### config.mk
export PLATFORM = sky130hd
export DESIGN_NAME = spectral_baseline_average_subtract_flat
export DESIGN_NICKNAME = d
export VERILOG_FILES = /design/src/sv/sbas_pkg.sv /design/src/sv/sbas_in_if.sv /design/src/sv/sbas_out_if.sv /design/src/sv/sbas_ram.sv /design/src/sv/sbas_lane.sv /design/src/sv/spectral_baseline_average_subtract.sv /design/src/flat_wrapper.sv
export SDC_FILE = /design/constraint.sdc
export NUM_CORES = 2
export LEC_CHECK = 0
export CAP_MARGIN = 0
export CORE_UTILIZATION = 49
export CTS_CLUSTER_DIAMETER = 30
export CTS_CLUSTER_SIZE = 20
export DETAILED_ROUTE_END_ITERATION = 6
export DONT_BUFFER_PORTS = 1
export SYNTH_ARGS = -nofsm -noshare
export SYNTH_HDL_FRONTEND = slang
export SYNTH_HIERARCHICAL = 1
export SYNTH_SLANG_ARGS = --single-unit
### constraint.sdc
create_clock -name clk -period 27.4 [get_ports clk]
set_input_delay 2.74 -clock clk [delete_from_list [all_inputs] [get_ports clk]]
set_output_delay 2.74 -clock clk [all_outputs]
set_load 0.05 [all_outputs]
### src/sv/sbas_pkg.sv
// Package with the shared widths, codes and lane control type of the baseline block.
`timescale 1ns / 1ps

package sbas_pkg;

    // Field widths.
    localparam int BAND_W   = 16;
    localparam int SUM_W    = 24;
    localparam int COUNT_W  = 8;
    localparam int CH_W     = 2;
    localparam int KIND_W   = 2;
    localparam int STATUS_W = 3;
    localparam int NBANDS   = 10;
    localparam int SEQ_W    = $clog2(SUM_W);

    // Configuration port.
    localparam int CFG_IDX_W  = 1;
    localparam int CFG_DATA_W = COUNT_W;
    localparam logic [CFG_IDX_W-1:0] REG_SAMPLE_COUNT    = 1'd0;
    localparam logic [CFG_IDX_W-1:0] REG_SUBTRACT_ENABLE = 1'd1;

    // Default number of optical channels.
    localparam int OPTICAL_CHANNELS_DEF = 3;

    // Item kinds.
    localparam logic [KIND_W-1:0] KIND_SAMPLE  = 2'd0;
    localparam logic [KIND_W-1:0] KIND_MEASURE = 2'd1;
    localparam logic [KIND_W-1:0] KIND_CLEAR   = 2'd2;

    // Result status codes.
    localparam logic [STATUS_W-1:0] STAT_READ    = 3'd0;
    localparam logic [STATUS_W-1:0] STAT_SAMPLE  = 3'd1;
    localparam logic [STATUS_W-1:0] STAT_STORED  = 3'd2;
    localparam logic [STATUS_W-1:0] STAT_CLEARED = 3'd3;
    localparam logic [STATUS_W-1:0] STAT_INVALID = 3'd4;

    // Bit-serial lane operations.
    typedef logic [1:0] sbas_lop_t;
    localparam sbas_lop_t LOP_HOLD = 2'd0;
    localparam sbas_lop_t LOP_ACC  = 2'd1;
    localparam sbas_lop_t LOP_DIV  = 2'd2;
    localparam sbas_lop_t LOP_SUB  = 2'd3;

    // Control bundle from the sequencer to every band lane.
    typedef struct packed {
        logic               load;
        logic               load_base;
        logic               zero_sums;
        logic               restart;
        sbas_lop_t          op;
        logic [COUNT_W-1:0] divisor;
    } sbas_lane_ctl_t;

endpackage

### src/sv/sbas_in_if.sv
// Input channel interface: valid, ready and one item of band readings.
`timescale 1ns / 1ps

interface sbas_in_if;
    logic                         valid;
    logic                         ready;
    logic [sbas_pkg::KIND_W-1:0]  kind;
    logic [sbas_pkg::CH_W-1:0]    optical_channel;
    logic [sbas_pkg::BAND_W-1:0]  band_f1;
    logic [sbas_pkg::BAND_W-1:0]  band_f2;
    logic [sbas_pkg::BAND_W-1:0]  band_f3;
    logic [sbas_pkg::BAND_W-1:0]  band_f4;
    logic [sbas_pkg::BAND_W-1:0]  band_f5;
    logic [sbas_pkg::BAND_W-1:0]  band_f6;
    logic [sbas_pkg::BAND_W-1:0]  band_f7;
    logic [sbas_pkg::BAND_W-1:0]  band_f8;
    logic [sbas_pkg::BAND_W-1:0]  band_clear;
    logic [sbas_pkg::BAND_W-1:0]  band_nir;

    modport source (
        output valid, kind, optical_channel, band_f1, band_f2, band_f3, band_f4,
               band_f5, band_f6, band_f7, band_f8, band_clear, band_nir,
        input  ready
    );

    modport sink (
        input  valid, kind, optical_channel, band_f1, band_f2, band_f3, band_f4,
               band_f5, band_f6, band_f7, band_f8, band_clear, band_nir,
        output ready
    );
endinterface

### src/sv/sbas_out_if.sv
// Output channel interface: valid, ready and one result item.
`timescale 1ns / 1ps

interface sbas_out_if;
    logic                          valid;
    logic                          ready;
    logic [sbas_pkg::STATUS_W-1:0] status;
    logic [sbas_pkg::BAND_W-1:0]   out_f1;
    logic [sbas_pkg::BAND_W-1:0]   out_f2;
    logic [sbas_pkg::BAND_W-1:0]   out_f3;
    logic [sbas_pkg::BAND_W-1:0]   out_f4;
    logic [sbas_pkg::BAND_W-1:0]   out_f5;
    logic [sbas_pkg::BAND_W-1:0]   out_f6;
    logic [sbas_pkg::BAND_W-1:0]   out_f7;
    logic [sbas_pkg::BAND_W-1:0]   out_f8;
    logic [sbas_pkg::BAND_W-1:0]   out_clear;
    logic [sbas_pkg::BAND_W-1:0]   out_nir;

    modport source (
        output valid, status, out_f1, out_f2, out_f3, out_f4, out_f5, out_f6,
               out_f7, out_f8, out_clear, out_nir,
        input  ready
    );

    modport sink (
        input  valid, status, out_f1, out_f2, out_f3, out_f4, out_f5, out_f6,
               out_f7, out_f8, out_clear, out_nir,
        output ready
    );
endinterface

### src/sv/sbas_ram.sv
// Generic single-port-write, single-port-read RAM with registered read data.
`timescale 1ns / 1ps

module sbas_ram #(
    parameter int WIDTH = 16,
    parameter int DEPTH = 4
) (
    input  logic                                    clk,
    input  logic                                    wr_en,
    input  logic [((DEPTH > 1) ? $clog2(DEPTH) : 1)-1:0] wr_addr,
    input  logic [WIDTH-1:0]                        wr_data,
    input  logic                                    rd_en,
    input  logic [((DEPTH > 1) ? $clog2(DEPTH) : 1)-1:0] rd_addr,
    output logic [WIDTH-1:0]                        rd_data
);

    logic [WIDTH-1:0] mem [DEPTH];
    logic [WIDTH-1:0] rd_data_reg;

    // Write port.
    always_ff @(posedge clk)
    begin
        if (wr_en)
        begin
            mem[wr_addr] <= wr_data;
        end
    end

    // Registered read port.
    always_ff @(posedge clk)
    begin
        if (rd_en)
        begin
            rd_data_reg <= mem[rd_addr];
        end
    end

    assign rd_data = rd_data_reg;

endmodule

### src/sv/sbas_lane.sv
// One band lane: bit-serial accumulate, restoring divide and floored subtract.
`timescale 1ns / 1ps

module sbas_lane (
    input  logic                          clk,
    input  sbas_pkg::sbas_lane_ctl_t      ctl,
    input  logic [sbas_pkg::BAND_W-1:0]   band,
    input  logic [sbas_pkg::BAND_W-1:0]   base,
    output logic [sbas_pkg::BAND_W-1:0]   res,
    output logic [sbas_pkg::BAND_W-1:0]   quo
);

    logic [sbas_pkg::SUM_W-1:0]   sum_reg, sum_next;
    logic [sbas_pkg::COUNT_W-1:0] rem_reg, rem_next;
    logic                         cy_reg, cy_next;
    logic [sbas_pkg::BAND_W-1:0]  dat_reg, dat_next;
    logic [sbas_pkg::BAND_W-1:0]  base_reg, base_next;

    // One bit of the current operation per cycle.
    always_comb
    begin
        logic                         a;
        logic                         b;
        logic [sbas_pkg::COUNT_W:0]   r9;
        logic [sbas_pkg::COUNT_W:0]   diff;
        logic                         ge;

        sum_next  = sum_reg;
        rem_next  = rem_reg;
        cy_next   = cy_reg;
        dat_next  = dat_reg;
        base_next = base_reg;
        a         = 1'b0;
        b         = 1'b0;
        r9        = {rem_reg, sum_reg[sbas_pkg::SUM_W-1]};
        diff      = r9 - {1'b0, ctl.divisor};
        ge        = (r9 >= {1'b0, ctl.divisor});

        unique case (ctl.op)
            sbas_pkg::LOP_ACC:
            begin
                // LSB-first add of the band into the sum; a restart adds to zero.
                a        = ctl.restart ? 1'b0 : sum_reg[0];
                b        = dat_reg[0];
                sum_next = {a ^ b ^ cy_reg, sum_reg[sbas_pkg::SUM_W-1:1]};
                cy_next  = (a & b) | (a & cy_reg) | (b & cy_reg);
                dat_next = {1'b0, dat_reg[sbas_pkg::BAND_W-1:1]};
            end
            sbas_pkg::LOP_DIV:
            begin
                // Restoring division, MSB first; quotient bits shift in at the bottom.
                rem_next = ge ? diff[sbas_pkg::COUNT_W-1:0] : r9[sbas_pkg::COUNT_W-1:0];
                sum_next = {sum_reg[sbas_pkg::SUM_W-2:0], ge};
            end
            sbas_pkg::LOP_SUB:
            begin
                // LSB-first subtract of the baseline with a running borrow.
                a         = dat_reg[0];
                b         = base_reg[0];
                dat_next  = {a ^ b ^ cy_reg, dat_reg[sbas_pkg::BAND_W-1:1]};
                cy_next   = (~a & b) | (~(a ^ b) & cy_reg);
                base_next = {1'b0, base_reg[sbas_pkg::BAND_W-1:1]};
            end
            default:
            begin
            end
        endcase

        if (ctl.load)
        begin
            dat_next = band;
            cy_next  = 1'b0;
            rem_next = '0;
        end
        if (ctl.load_base)
        begin
            base_next = base;
        end
        if (ctl.zero_sums)
        begin
            sum_next = '0;
        end
    end

    always_ff @(posedge clk)
    begin
        sum_reg  <= sum_next;
        rem_reg  <= rem_next;
        cy_reg   <= cy_next;
        dat_reg  <= dat_next;
        base_reg <= base_next;
    end

    // A final borrow means the baseline exceeded the reading: floor at zero.
    assign res = cy_reg ? '0 : dat_reg;
    assign quo = sum_reg[sbas_pkg::BAND_W-1:0];

endmodule

### src/sv/spectral_baseline_average_subtract.sv
// Top level: dark baseline averaging per optical channel and floored subtraction.
//
//  Channel   Role    Handshake            Payload
//  item      sink    valid / ready        kind, optical_channel, ten 16-bit bands
//  result    source  valid / ready        status, ten 16-bit corrected bands
//  cfg       write   cfg_we               cfg_index, cfg_wdata (sample_count, subtract_enable)
//
// Items are processed one at a time by ten bit-serial lanes. A sample is a 24-bit
// serial add; one that completes a run adds a restoring divide and the baseline write.
// A measure with subtraction reads the baseline RAM and does a 16-bit serial subtract.
// The 24-bit sum width sets the longest loops. Reset clears the control state, sets the
// sample count to one and clears every baseline valid bit. The result register lets the
// next transaction be accepted while a finished result is still held.
`timescale 1ns / 1ps

module spectral_baseline_average_subtract #(
    parameter int OPTICAL_CHANNELS = sbas_pkg::OPTICAL_CHANNELS_DEF
) (
    input  logic                              clk,
    input  logic                              rst_n,
    sbas_in_if.sink                           item,
    sbas_out_if.source                        result,
    input  logic                              cfg_we,
    input  logic [sbas_pkg::CFG_IDX_W-1:0]    cfg_index,
    input  logic [sbas_pkg::CFG_DATA_W-1:0]   cfg_wdata
);

    localparam int ROW_W = (OPTICAL_CHANNELS > 1) ? $clog2(OPTICAL_CHANNELS) : 1;
    localparam int ROW_BITS = sbas_pkg::NBANDS * sbas_pkg::BAND_W;
    localparam logic [sbas_pkg::CH_W-1:0] CH_MAX = sbas_pkg::CH_W'(OPTICAL_CHANNELS);
    localparam logic [sbas_pkg::SEQ_W-1:0] SEQ_SUM_LAST = sbas_pkg::SEQ_W'(sbas_pkg::SUM_W - 1);
    localparam logic [sbas_pkg::SEQ_W-1:0] SEQ_SUB_LAST =
        sbas_pkg::SEQ_W'(sbas_pkg::BAND_W - 1);

    // Sequencer states.
    localparam logic [2:0] ST_IDLE   = 3'd0;
    localparam logic [2:0] ST_ACC    = 3'd1;
    localparam logic [2:0] ST_DIV    = 3'd2;
    localparam logic [2:0] ST_WBASE  = 3'd3;
    localparam logic [2:0] ST_LDBASE = 3'd4;
    localparam logic [2:0] ST_SUB    = 3'd5;
    localparam logic [2:0] ST_DONE   = 3'd6;

    logic [2:0]                       state_reg, state_next;
    logic [sbas_pkg::SEQ_W-1:0]       seq_reg, seq_next;
    logic [sbas_pkg::COUNT_W-1:0]     taken_reg, taken_next;
    logic [sbas_pkg::CH_W-1:0]        capture_reg, capture_next;
    logic [OPTICAL_CHANNELS-1:0]      valid_reg, valid_next;
    logic [sbas_pkg::COUNT_W-1:0]     sample_count_reg, sample_count_next;
    logic                             sub_en_reg, sub_en_next;
    logic                             restart_reg, restart_next;
    logic [ROW_W-1:0]                 row_reg, row_next;
    logic [sbas_pkg::STATUS_W-1:0]    res_status_reg, res_status_next;
    logic                             res_zero_reg, res_zero_next;
    logic                             out_valid_reg, out_valid_next;
    logic [sbas_pkg::STATUS_W-1:0]    out_status_reg, out_status_next;
    logic [sbas_pkg::BAND_W-1:0]      out_band_reg [sbas_pkg::NBANDS];
    logic [sbas_pkg::BAND_W-1:0]      out_band_next [sbas_pkg::NBANDS];

    logic [sbas_pkg::BAND_W-1:0]      in_band [sbas_pkg::NBANDS];
    logic [sbas_pkg::BAND_W-1:0]      lane_res [sbas_pkg::NBANDS];
    logic [sbas_pkg::BAND_W-1:0]      lane_quo [sbas_pkg::NBANDS];
    logic [ROW_BITS-1:0]              quo_row;
    logic [ROW_BITS-1:0]              base_row;
    sbas_pkg::sbas_lane_ctl_t         lane_ctl;

    logic                             accept;
    logic [sbas_pkg::CH_W-1:0]        in_ch;
    logic [ROW_W-1:0]                 in_row;
    logic                             in_ch_ok;
    logic [sbas_pkg::COUNT_W-1:0]     target;
    logic                             rd_en;
    logic                             wr_en;

    // Input fields as a band array.
    assign in_band[0] = item.band_f1;
    assign in_band[1] = item.band_f2;
    assign in_band[2] = item.band_f3;
    assign in_band[3] = item.band_f4;
    assign in_band[4] = item.band_f5;
    assign in_band[5] = item.band_f6;
    assign in_band[6] = item.band_f7;
    assign in_band[7] = item.band_f8;
    assign in_band[8] = item.band_clear;
    assign in_band[9] = item.band_nir;

    assign item.ready = (state_reg == ST_IDLE);
    assign accept     = item.valid && item.ready;
    assign in_ch      = item.optical_channel;
    assign in_row     = ROW_W'(in_ch - 2'd1);
    assign in_ch_ok   = (in_ch != '0) && (in_ch <= CH_MAX);
    assign target     = (sample_count_reg == '0) ? 8'd1 : sample_count_reg;

    // Band lanes and the per-channel baseline rows.
    for (genvar i = 0; i < sbas_pkg::NBANDS; i++)
    begin : g_lane
        sbas_lane u_lane (
            .clk  (clk),
            .ctl  (lane_ctl),
            .band (in_band[i]),
            .base (base_row[i*sbas_pkg::BAND_W +: sbas_pkg::BAND_W]),
            .res  (lane_res[i]),
            .quo  (lane_quo[i])
        );
        assign quo_row[i*sbas_pkg::BAND_W +: sbas_pkg::BAND_W] = lane_quo[i];
    end

    sbas_ram #(
        .WIDTH (ROW_BITS),
        .DEPTH (OPTICAL_CHANNELS)
    ) u_base_ram (
        .clk     (clk),
        .wr_en   (wr_en),
        .wr_addr (row_reg),
        .wr_data (quo_row),
        .rd_en   (rd_en),
        .rd_addr (in_row),
        .rd_data (base_row)
    );

    // Sequencer, run bookkeeping, configuration and result register.
    always_comb
    begin
        state_next        = state_reg;
        seq_next          = seq_reg;
        taken_next        = taken_reg;
        capture_next      = capture_reg;
        valid_next        = valid_reg;
        sample_count_next = sample_count_reg;
        sub_en_next       = sub_en_reg;
        restart_next      = restart_reg;
        row_next          = row_reg;
        res_status_next   = res_status_reg;
        res_zero_next     = res_zero_reg;
        out_valid_next    = out_valid_reg && !result.ready;
        out_status_next   = out_status_reg;
        out_band_next     = out_band_reg;
        lane_ctl          = '0;
        lane_ctl.restart  = restart_reg;
        lane_ctl.divisor  = taken_reg;
        rd_en             = 1'b0;
        wr_en             = 1'b0;

        if (cfg_we)
        begin
            if (cfg_index == sbas_pkg::REG_SAMPLE_COUNT)
            begin
                sample_count_next = cfg_wdata;
            end
            else if (cfg_index == sbas_pkg::REG_SUBTRACT_ENABLE)
            begin
                sub_en_next = cfg_wdata[0];
            end
        end

        unique case (state_reg)
            ST_IDLE:
            begin
                if (accept)
                begin
                    lane_ctl.load   = 1'b1;
                    res_zero_next   = 1'b1;
                    res_status_next = sbas_pkg::STAT_INVALID;
                    state_next      = ST_DONE;
                    seq_next        = '0;
                    row_next        = in_row;
                    unique case (item.kind)
                        sbas_pkg::KIND_SAMPLE:
                        begin
                            if (in_ch_ok)
                            begin
                                restart_next = (taken_reg == '0) || (in_ch != capture_reg);
                                taken_next   = ((taken_reg == '0) || (in_ch != capture_reg))
                                               ? 8'd1 : 8'(taken_reg + 8'd1);
                                capture_next = in_ch;
                                state_next   = ST_ACC;
                            end
                        end
                        sbas_pkg::KIND_MEASURE:
                        begin
                            if (in_ch == '0)
                            begin
                                res_status_next = sbas_pkg::STAT_READ;
                                res_zero_next   = 1'b0;
                            end
                            else if (in_ch_ok)
                            begin
                                res_status_next = sbas_pkg::STAT_READ;
                                res_zero_next   = 1'b0;
                                if (sub_en_reg && valid_reg[in_row])
                                begin
                                    rd_en      = 1'b1;
                                    state_next = ST_LDBASE;
                                end
                            end
                        end
                        sbas_pkg::KIND_CLEAR:
                        begin
                            if (in_ch == '0)
                            begin
                                valid_next      = '0;
                                res_status_next = sbas_pkg::STAT_CLEARED;
                            end
                            else if (in_ch_ok)
                            begin
                                valid_next[in_row] = 1'b0;
                                res_status_next    = sbas_pkg::STAT_CLEARED;
                            end
                        end
                        default:
                        begin
                        end
                    endcase
                end
            end
            ST_ACC:
            begin
                lane_ctl.op = sbas_pkg::LOP_ACC;
                seq_next    = sbas_pkg::SEQ_W'(seq_reg + 1'b1);
                if (seq_reg == SEQ_SUM_LAST)
                begin
                    seq_next = '0;
                    if (taken_reg >= target)
                    begin
                        state_next = ST_DIV;
                    end
                    else
                    begin
                        res_status_next = sbas_pkg::STAT_SAMPLE;
                        state_next      = ST_DONE;
                    end
                end
            end
            ST_DIV:
            begin
                lane_ctl.op = sbas_pkg::LOP_DIV;
                seq_next    = sbas_pkg::SEQ_W'(seq_reg + 1'b1);
                if (seq_reg == SEQ_SUM_LAST)
                begin
                    seq_next   = '0;
                    state_next = ST_WBASE;
                end
            end
            ST_WBASE:
            begin
                // Quotients go to the channel's row; the run closes.
                wr_en               = 1'b1;
                valid_next[row_reg] = 1'b1;
                taken_next          = '0;
                lane_ctl.zero_sums  = 1'b1;
                res_status_next     = sbas_pkg::STAT_STORED;
                state_next          = ST_DONE;
            end
            ST_LDBASE:
            begin
                lane_ctl.load_base = 1'b1;
                seq_next           = '0;
                state_next         = ST_SUB;
            end
            ST_SUB:
            begin
                lane_ctl.op = sbas_pkg::LOP_SUB;
                seq_next    = sbas_pkg::SEQ_W'(seq_reg + 1'b1);
                if (seq_reg == SEQ_SUB_LAST)
                begin
                    seq_next   = '0;
                    state_next = ST_DONE;
                end
            end
            ST_DONE:
            begin
                // Hand the result to the output register once it is free.
                if (!out_valid_reg || result.ready)
                begin
                    out_valid_next  = 1'b1;
                    out_status_next = res_status_reg;
                    for (int i = 0; i < sbas_pkg::NBANDS; i++)
                    begin
                        out_band_next[i] = res_zero_reg ? '0 : lane_res[i];
                    end
                    state_next = ST_IDLE;
                end
            end
            default:
            begin
                state_next = ST_IDLE;
            end
        endcase
    end

    // Control state.
    always_ff @(posedge clk or negedge rst_n)
    begin
        if (!rst_n)
        begin
            state_reg        <= ST_IDLE;
            seq_reg          <= '0;
            taken_reg        <= '0;
            capture_reg      <= '0;
            valid_reg        <= '0;
            sample_count_reg <= 8'd1;
            sub_en_reg       <= 1'b0;
            restart_reg      <= 1'b0;
            row_reg          <= '0;
            out_valid_reg    <= 1'b0;
        end
        else
        begin
            state_reg        <= state_next;
            seq_reg          <= seq_next;
            taken_reg        <= taken_next;
            capture_reg      <= capture_next;
            valid_reg        <= valid_next;
            sample_count_reg <= sample_count_next;
            sub_en_reg       <= sub_en_next;
            restart_reg      <= restart_next;
            row_reg          <= row_next;
            out_valid_reg    <= out_valid_next;
        end
    end

    // Result payload.
    always_ff @(posedge clk)
    begin
        res_status_reg <= res_status_next;
        res_zero_reg   <= res_zero_next;
        out_status_reg <= out_status_next;
        out_band_reg   <= out_band_next;
    end

    assign result.valid     = out_valid_reg;
    assign result.status    = out_status_reg;
    assign result.out_f1    = out_band_reg[0];
    assign result.out_f2    = out_band_reg[1];
    assign result.out_f3    = out_band_reg[2];
    assign result.out_f4    = out_band_reg[3];
    assign result.out_f5    = out_band_reg[4];
    assign result.out_f6    = out_band_reg[5];
    assign result.out_f7    = out_band_reg[6];
    assign result.out_f8    = out_band_reg[7];
    assign result.out_clear = out_band_reg[8];
    assign result.out_nir   = out_band_reg[9];

    // The divide never starts with an empty run.
    a_div_nonzero: assert property (@(posedge clk) disable iff (!rst_n)
        state_reg == ST_DIV |-> taken_reg != '0)
        else $error("divide entered with zero samples");

    // Storing a baseline closes the run.
    a_store_closes_run: assert property (@(posedge clk) disable iff (!rst_n)
        state_reg == ST_WBASE |=> taken_reg == '0)
        else $error("run not closed after baseline store");

    // The bit counter stays within the sum width.
    a_seq_range: assert property (@(posedge clk) disable iff (!rst_n)
        seq_reg <= SEQ_SUM_LAST)
        else $error("bit counter out of range");

    // A stored baseline is always readable on the next cycle.
    a_store_sets_valid: assert property (@(posedge clk) disable iff (!rst_n)
        state_reg == ST_WBASE |=> valid_reg[$past(row_reg)])
        else $error("baseline stored without valid mark");

endmodule

### src/flat_wrapper.sv
// flat-port wrapper written by rule: the top's interface ports become plain ports
module spectral_baseline_average_subtract_flat 
#(
    parameter int OPTICAL_CHANNELS = sbas_pkg::OPTICAL_CHANNELS_DEF
)
  (clk, rst_n, cfg_we, cfg_index, cfg_wdata, item_valid, item_kind, item_optical_channel, item_band_f1, item_band_f2, item_band_f3, item_band_f4, item_band_f5, item_band_f6, item_band_f7, item_band_f8, item_band_clear, item_band_nir, item_ready, result_valid, result_status, result_out_f1, result_out_f2, result_out_f3, result_out_f4, result_out_f5, result_out_f6, result_out_f7, result_out_f8, result_out_clear, result_out_nir, result_ready);
  sbas_in_if item_i ();
  sbas_out_if result_i ();
  input  logic clk;
  input  logic rst_n;
  input  logic cfg_we;
  input  logic [sbas_pkg::CFG_IDX_W-1:0] cfg_index;
  input  logic [sbas_pkg::CFG_DATA_W-1:0] cfg_wdata;
  input wire logic [$bits(item_i.valid)-1:0] item_valid;
  input wire logic [$bits(item_i.kind)-1:0] item_kind;
  input wire logic [$bits(item_i.optical_channel)-1:0] item_optical_channel;
  input wire logic [$bits(item_i.band_f1)-1:0] item_band_f1;
  input wire logic [$bits(item_i.band_f2)-1:0] item_band_f2;
  input wire logic [$bits(item_i.band_f3)-1:0] item_band_f3;
  input wire logic [$bits(item_i.band_f4)-1:0] item_band_f4;
  input wire logic [$bits(item_i.band_f5)-1:0] item_band_f5;
  input wire logic [$bits(item_i.band_f6)-1:0] item_band_f6;
  input wire logic [$bits(item_i.band_f7)-1:0] item_band_f7;
  input wire logic [$bits(item_i.band_f8)-1:0] item_band_f8;
  input wire logic [$bits(item_i.band_clear)-1:0] item_band_clear;
  input wire logic [$bits(item_i.band_nir)-1:0] item_band_nir;
  output wire logic [$bits(item_i.ready)-1:0] item_ready;
  output wire logic [$bits(result_i.valid)-1:0] result_valid;
  output wire logic [$bits(result_i.status)-1:0] result_status;
  output wire logic [$bits(result_i.out_f1)-1:0] result_out_f1;
  output wire logic [$bits(result_i.out_f2)-1:0] result_out_f2;
  output wire logic [$bits(result_i.out_f3)-1:0] result_out_f3;
  output wire logic [$bits(result_i.out_f4)-1:0] result_out_f4;
  output wire logic [$bits(result_i.out_f5)-1:0] result_out_f5;
  output wire logic [$bits(result_i.out_f6)-1:0] result_out_f6;
  output wire logic [$bits(result_i.out_f7)-1:0] result_out_f7;
  output wire logic [$bits(result_i.out_f8)-1:0] result_out_f8;
  output wire logic [$bits(result_i.out_clear)-1:0] result_out_clear;
  output wire logic [$bits(result_i.out_nir)-1:0] result_out_nir;
  input wire logic [$bits(result_i.ready)-1:0] result_ready;
  assign item_i.valid = item_valid;
  assign item_i.kind = item_kind;
  assign item_i.optical_channel = item_optical_channel;
  assign item_i.band_f1 = item_band_f1;
  assign item_i.band_f2 = item_band_f2;
  assign item_i.band_f3 = item_band_f3;
  assign item_i.band_f4 = item_band_f4;
  assign item_i.band_f5 = item_band_f5;
  assign item_i.band_f6 = item_band_f6;
  assign item_i.band_f7 = item_band_f7;
  assign item_i.band_f8 = item_band_f8;
  assign item_i.band_clear = item_band_clear;
  assign item_i.band_nir = item_band_nir;
  assign item_ready = item_i.ready;
  assign result_valid = result_i.valid;
  assign result_status = result_i.status;
  assign result_out_f1 = result_i.out_f1;
  assign result_out_f2 = result_i.out_f2;
  assign result_out_f3 = result_i.out_f3;
  assign result_out_f4 = result_i.out_f4;
  assign result_out_f5 = result_i.out_f5;
  assign result_out_f6 = result_i.out_f6;
  assign result_out_f7 = result_i.out_f7;
  assign result_out_f8 = result_i.out_f8;
  assign result_out_clear = result_i.out_clear;
  assign result_out_nir = result_i.out_nir;
  assign result_i.ready = result_ready;
  spectral_baseline_average_subtract #(.OPTICAL_CHANNELS(OPTICAL_CHANNELS)) u_core (.clk(clk), .rst_n(rst_n), .item(item_i), .result(result_i), .cfg_we(cfg_we), .cfg_index(cfg_index), .cfg_wdata(cfg_wdata));
endmodule
==> impl_metrics.ini <==
[placed_design]
dp_hpwl_mm = 79.84
dpl_cell_area_um2 = 66700
numPortBuffers = 0
gp_congestion = 0.7989

[routing]
dr_total_vias = 38495
route.detailed.drc = 0
routed_wl_mm = 138.7
drt_iter0_drc = 2216
via_per_inst = 5.321
dr.pass1.iters = 5
wl_per_cell_um = 19.17
postRouteAntennaNets = 0

[synthesis]
synth-main-ff-cell = edfxtp_1
ys_top_cells_by_area = edfxtp_1 51%, dfxtp_1 9.9%, mux2i_1 6.3%
yosys.area.top_type_share = 0.5092
synth_area_leader_cell = edfxtp_1
synthCells = 5254
syn_avg_cell_area_um2 = 12.65
async_reset_ff_frac = 0.02280
ys_warn_count = 6
synth_area_um2 = 66460
syn-num-nets = 5592
seq_area_frac_synth = 0.6214
synth_edf_count = 1127
synth-seq-cells = 1491
synth_cell_types = 81

[die]
fp.dieW_um = 370.3
coreArea_um2 = 134000
io_pins = 343
num_rows = 134
dieHeight_um = 370.3
start_util = 0.4961
die_area_um2 = 137100

[grt]
antenna_found_initial = 20
grt_pass1_vias = 38459
grt_max_degree = 154
grt_pass1_wl_mm = 216.6
grt_overflow = 0
gr-usage-all-layers = 0.2021

[finish]
finalNetCount = 5538
areaGrowthSynthToFinish_pct = 17.21
fin_util = 0.5815
drive_gt1_frac = 0.1704
largest_reg_flops = 480
finalInstanceArea_um2 = 77900
n_fill_cell = 10523

[status]
status = complete, no violations

[setup_path]
crit_fanout = 60
criticalPathCategory = primary input to register
end_kind = register
cp.arrival_ns = 5.85
r2r_start = u_core/state_reg[2]$_DFFE_PN0P_
critPathLaunchType = primary input
critical_path.startpoint = item_optical_channel[0]
critPathRequiredTime_ns = 27.86

[clocking]
cts_root_buffer = clkbuf_16
cts_resized = 0
worstSkewPairLatency_ns = 0.88
cts_setup_buffers = 0
clkSlewWorstSetupHoldPaths_ns = 0.05
cts.sinks = 1491
ctsHoldBuffers = 0
cts_max_path_buffers = 4
cts_buffers = 330
cts_max_level = 5
cts_tree = yes

[timing]
finalSetupViolations = 0
finalHoldViolations = 0
tightest_slew_ns = 1.113
min_period_ns = 5.391
max_freq_ghz = 0.1855
slew_violations = 0
rsz0062_at_grt = false
fin_crit_sh = 0.1967
relSlewSlack = 0.2582
setup_tns_ns = 0
finClkSkew_ns = 0.08163

[power_and_ir_drop]
ir_drop_v = 0.00007979
cellLeakagePower_nw = 28.48
p_comb_frac = 0.249
switchingPower_w = 0.003079
pwr-share-clk = 0.398
power_density_nw_per_um2 = 126.8
p_sw_frac = 0.3117
pwr-share-seq = 0.353
p_int_w = 0.006798

[min_path]
hold_start = u_core/g_lane[2].u_lane/sum_reg[7]$_SDFFE_PP0P_
worstHoldPathType = register to register

[job]
maxCapViolCount = 0
[layout make-up]
type	count	area (µm²)	area share
Tap cell	1768	2212	0.02840
Clock inverter	202	2572	0.03302
Antenna cell	13	32.53	0.0004176
Inverter	179	694.4	0.008914
Sequential cell	1491	41300	0.5302
Multi-Input combinational cell	3156	22140	0.2842
Clock buffer	383	8597	0.1104
Timing Repair Buffer	42	352.8	0.004529
[per-stage QoR]
stage	std cells	worst slack (ns)	power (W)	hold WS, ns
2_1_floorplan	5254	13.08	0.005438	0.4003
3_3_place_gp	6636	21.16	0.005939	0.4766
3_5_place_dp	6636	21.11	0.005985	0.4932
4_1_cts	7221	21.88	0.009977	0.4805
5_1_grt	7232	21.88	0.01040	0.4972
6_report	7234	22.01	0.009878	0.4713
[cells in the final DEF, fill, tap and decap left out, drive strengths merged, types with 14 or more instances in the layout]
cell	count
clkinvlp	35
a21oi	278
dfxtp	330
nor2b	363
mux2i	415
edfxtp	1127
clkinv	91
nand2	256
and3	16
a211oi	85
o22ai	18
o21ai	252
o21a	44
inv	202
mux2	318
a21o	15
fa	30
a311oi	18
nor2	591
or3	27
a31oi	14
buf	42
clkbuf	383
nand2b	28
dfrtp	33
xor2	14
bufinv	53
nand3	60
xnor2	21
ha	130
[power by group through the flow]
stage / Sequential [W] / Combinational (W) / Clock, W
6_report: 0.00348 / 0.00246 / 0.00393
2_1_floorplan: 0.00343 / 0.00201 / 0
4_1_cts: 0.00349 / 0.00248 / 0.00401
3_5_place_dp: 0.00352 / 0.00246 / 0
5_1_grt: 0.00354 / 0.00274 / 0.00412
3_3_place_gp: 0.00352 / 0.00242 / 0
[synthesized netlist by cell type, types with 30 or more instances]
master,number
dfxtp_1,330
nand2_1,255
buf_1,30
buf_4,172
nor2b_1,363
a211oi_1,78
dfrtp_1,33
ha_1,130
clkbuf_1,184
inv_1,177
nand3_1,50
mux2_2,295
nor2_1,591
edfxtp_1,1127
a21oi_1,277
o21a_1,44
mux2i_1,415
fa_1,30
o21ai_1,114
o21ai_0,137
[critical path, stage by stage]
cell     delay [ns]
inv_8          0.28
ha_1           0.40
mux2i_1        0.15
o21ai_0        0.39
and4_4         0.89
buf_4          0.83
[final timing paths]
check,endpoint,slack [ns],cells past startpoint
max in group asynchronous,u_core/sample_count_reg[0]$_DFFE_PN1P_,25.59,0
min reg2reg,u_core/u_base_ram/mem[1][39]$_DFFE_PP_,0.47,0
max,u_core/u_base_ram/rd_data[69]$_DFFE_PP_,22.01,6
min in group asynchronous,u_core/capture_reg[0]$_DFFE_PN0P_,1.59,0
max reg2reg,u_core/u_base_ram/mem[1][68]$_DFFE_PP_,22.80,5
min,u_core/u_base_ram/mem[1][39]$_DFFE_PP_,0.47,0
[cells by family after synthesis]
family | count (synthesis) | share of synthesized area
AO/OA/AOI/OAI | 802 | 0.07299
multiplexers | 733 | 0.1164
buffers and inverters | 607 | 0.04663
AND/OR/NAND/NOR | 1426 | 0.1045
XOR/XNOR | 35 | 0.004612
adder cells (fa/ha/maj) | 160 | 0.03351
flip-flops | 1491 | 0.6214
[layer usage]
metal / share of wire / global-route usage
met3: 0.062 / 0.05262
met1: 0.44 / 0.2613
met2: 0.47 / 0.3262
met4: 0.025 / 0.07454
met5: 0.00014 / 0
Power figures use the tool's default switching activity.
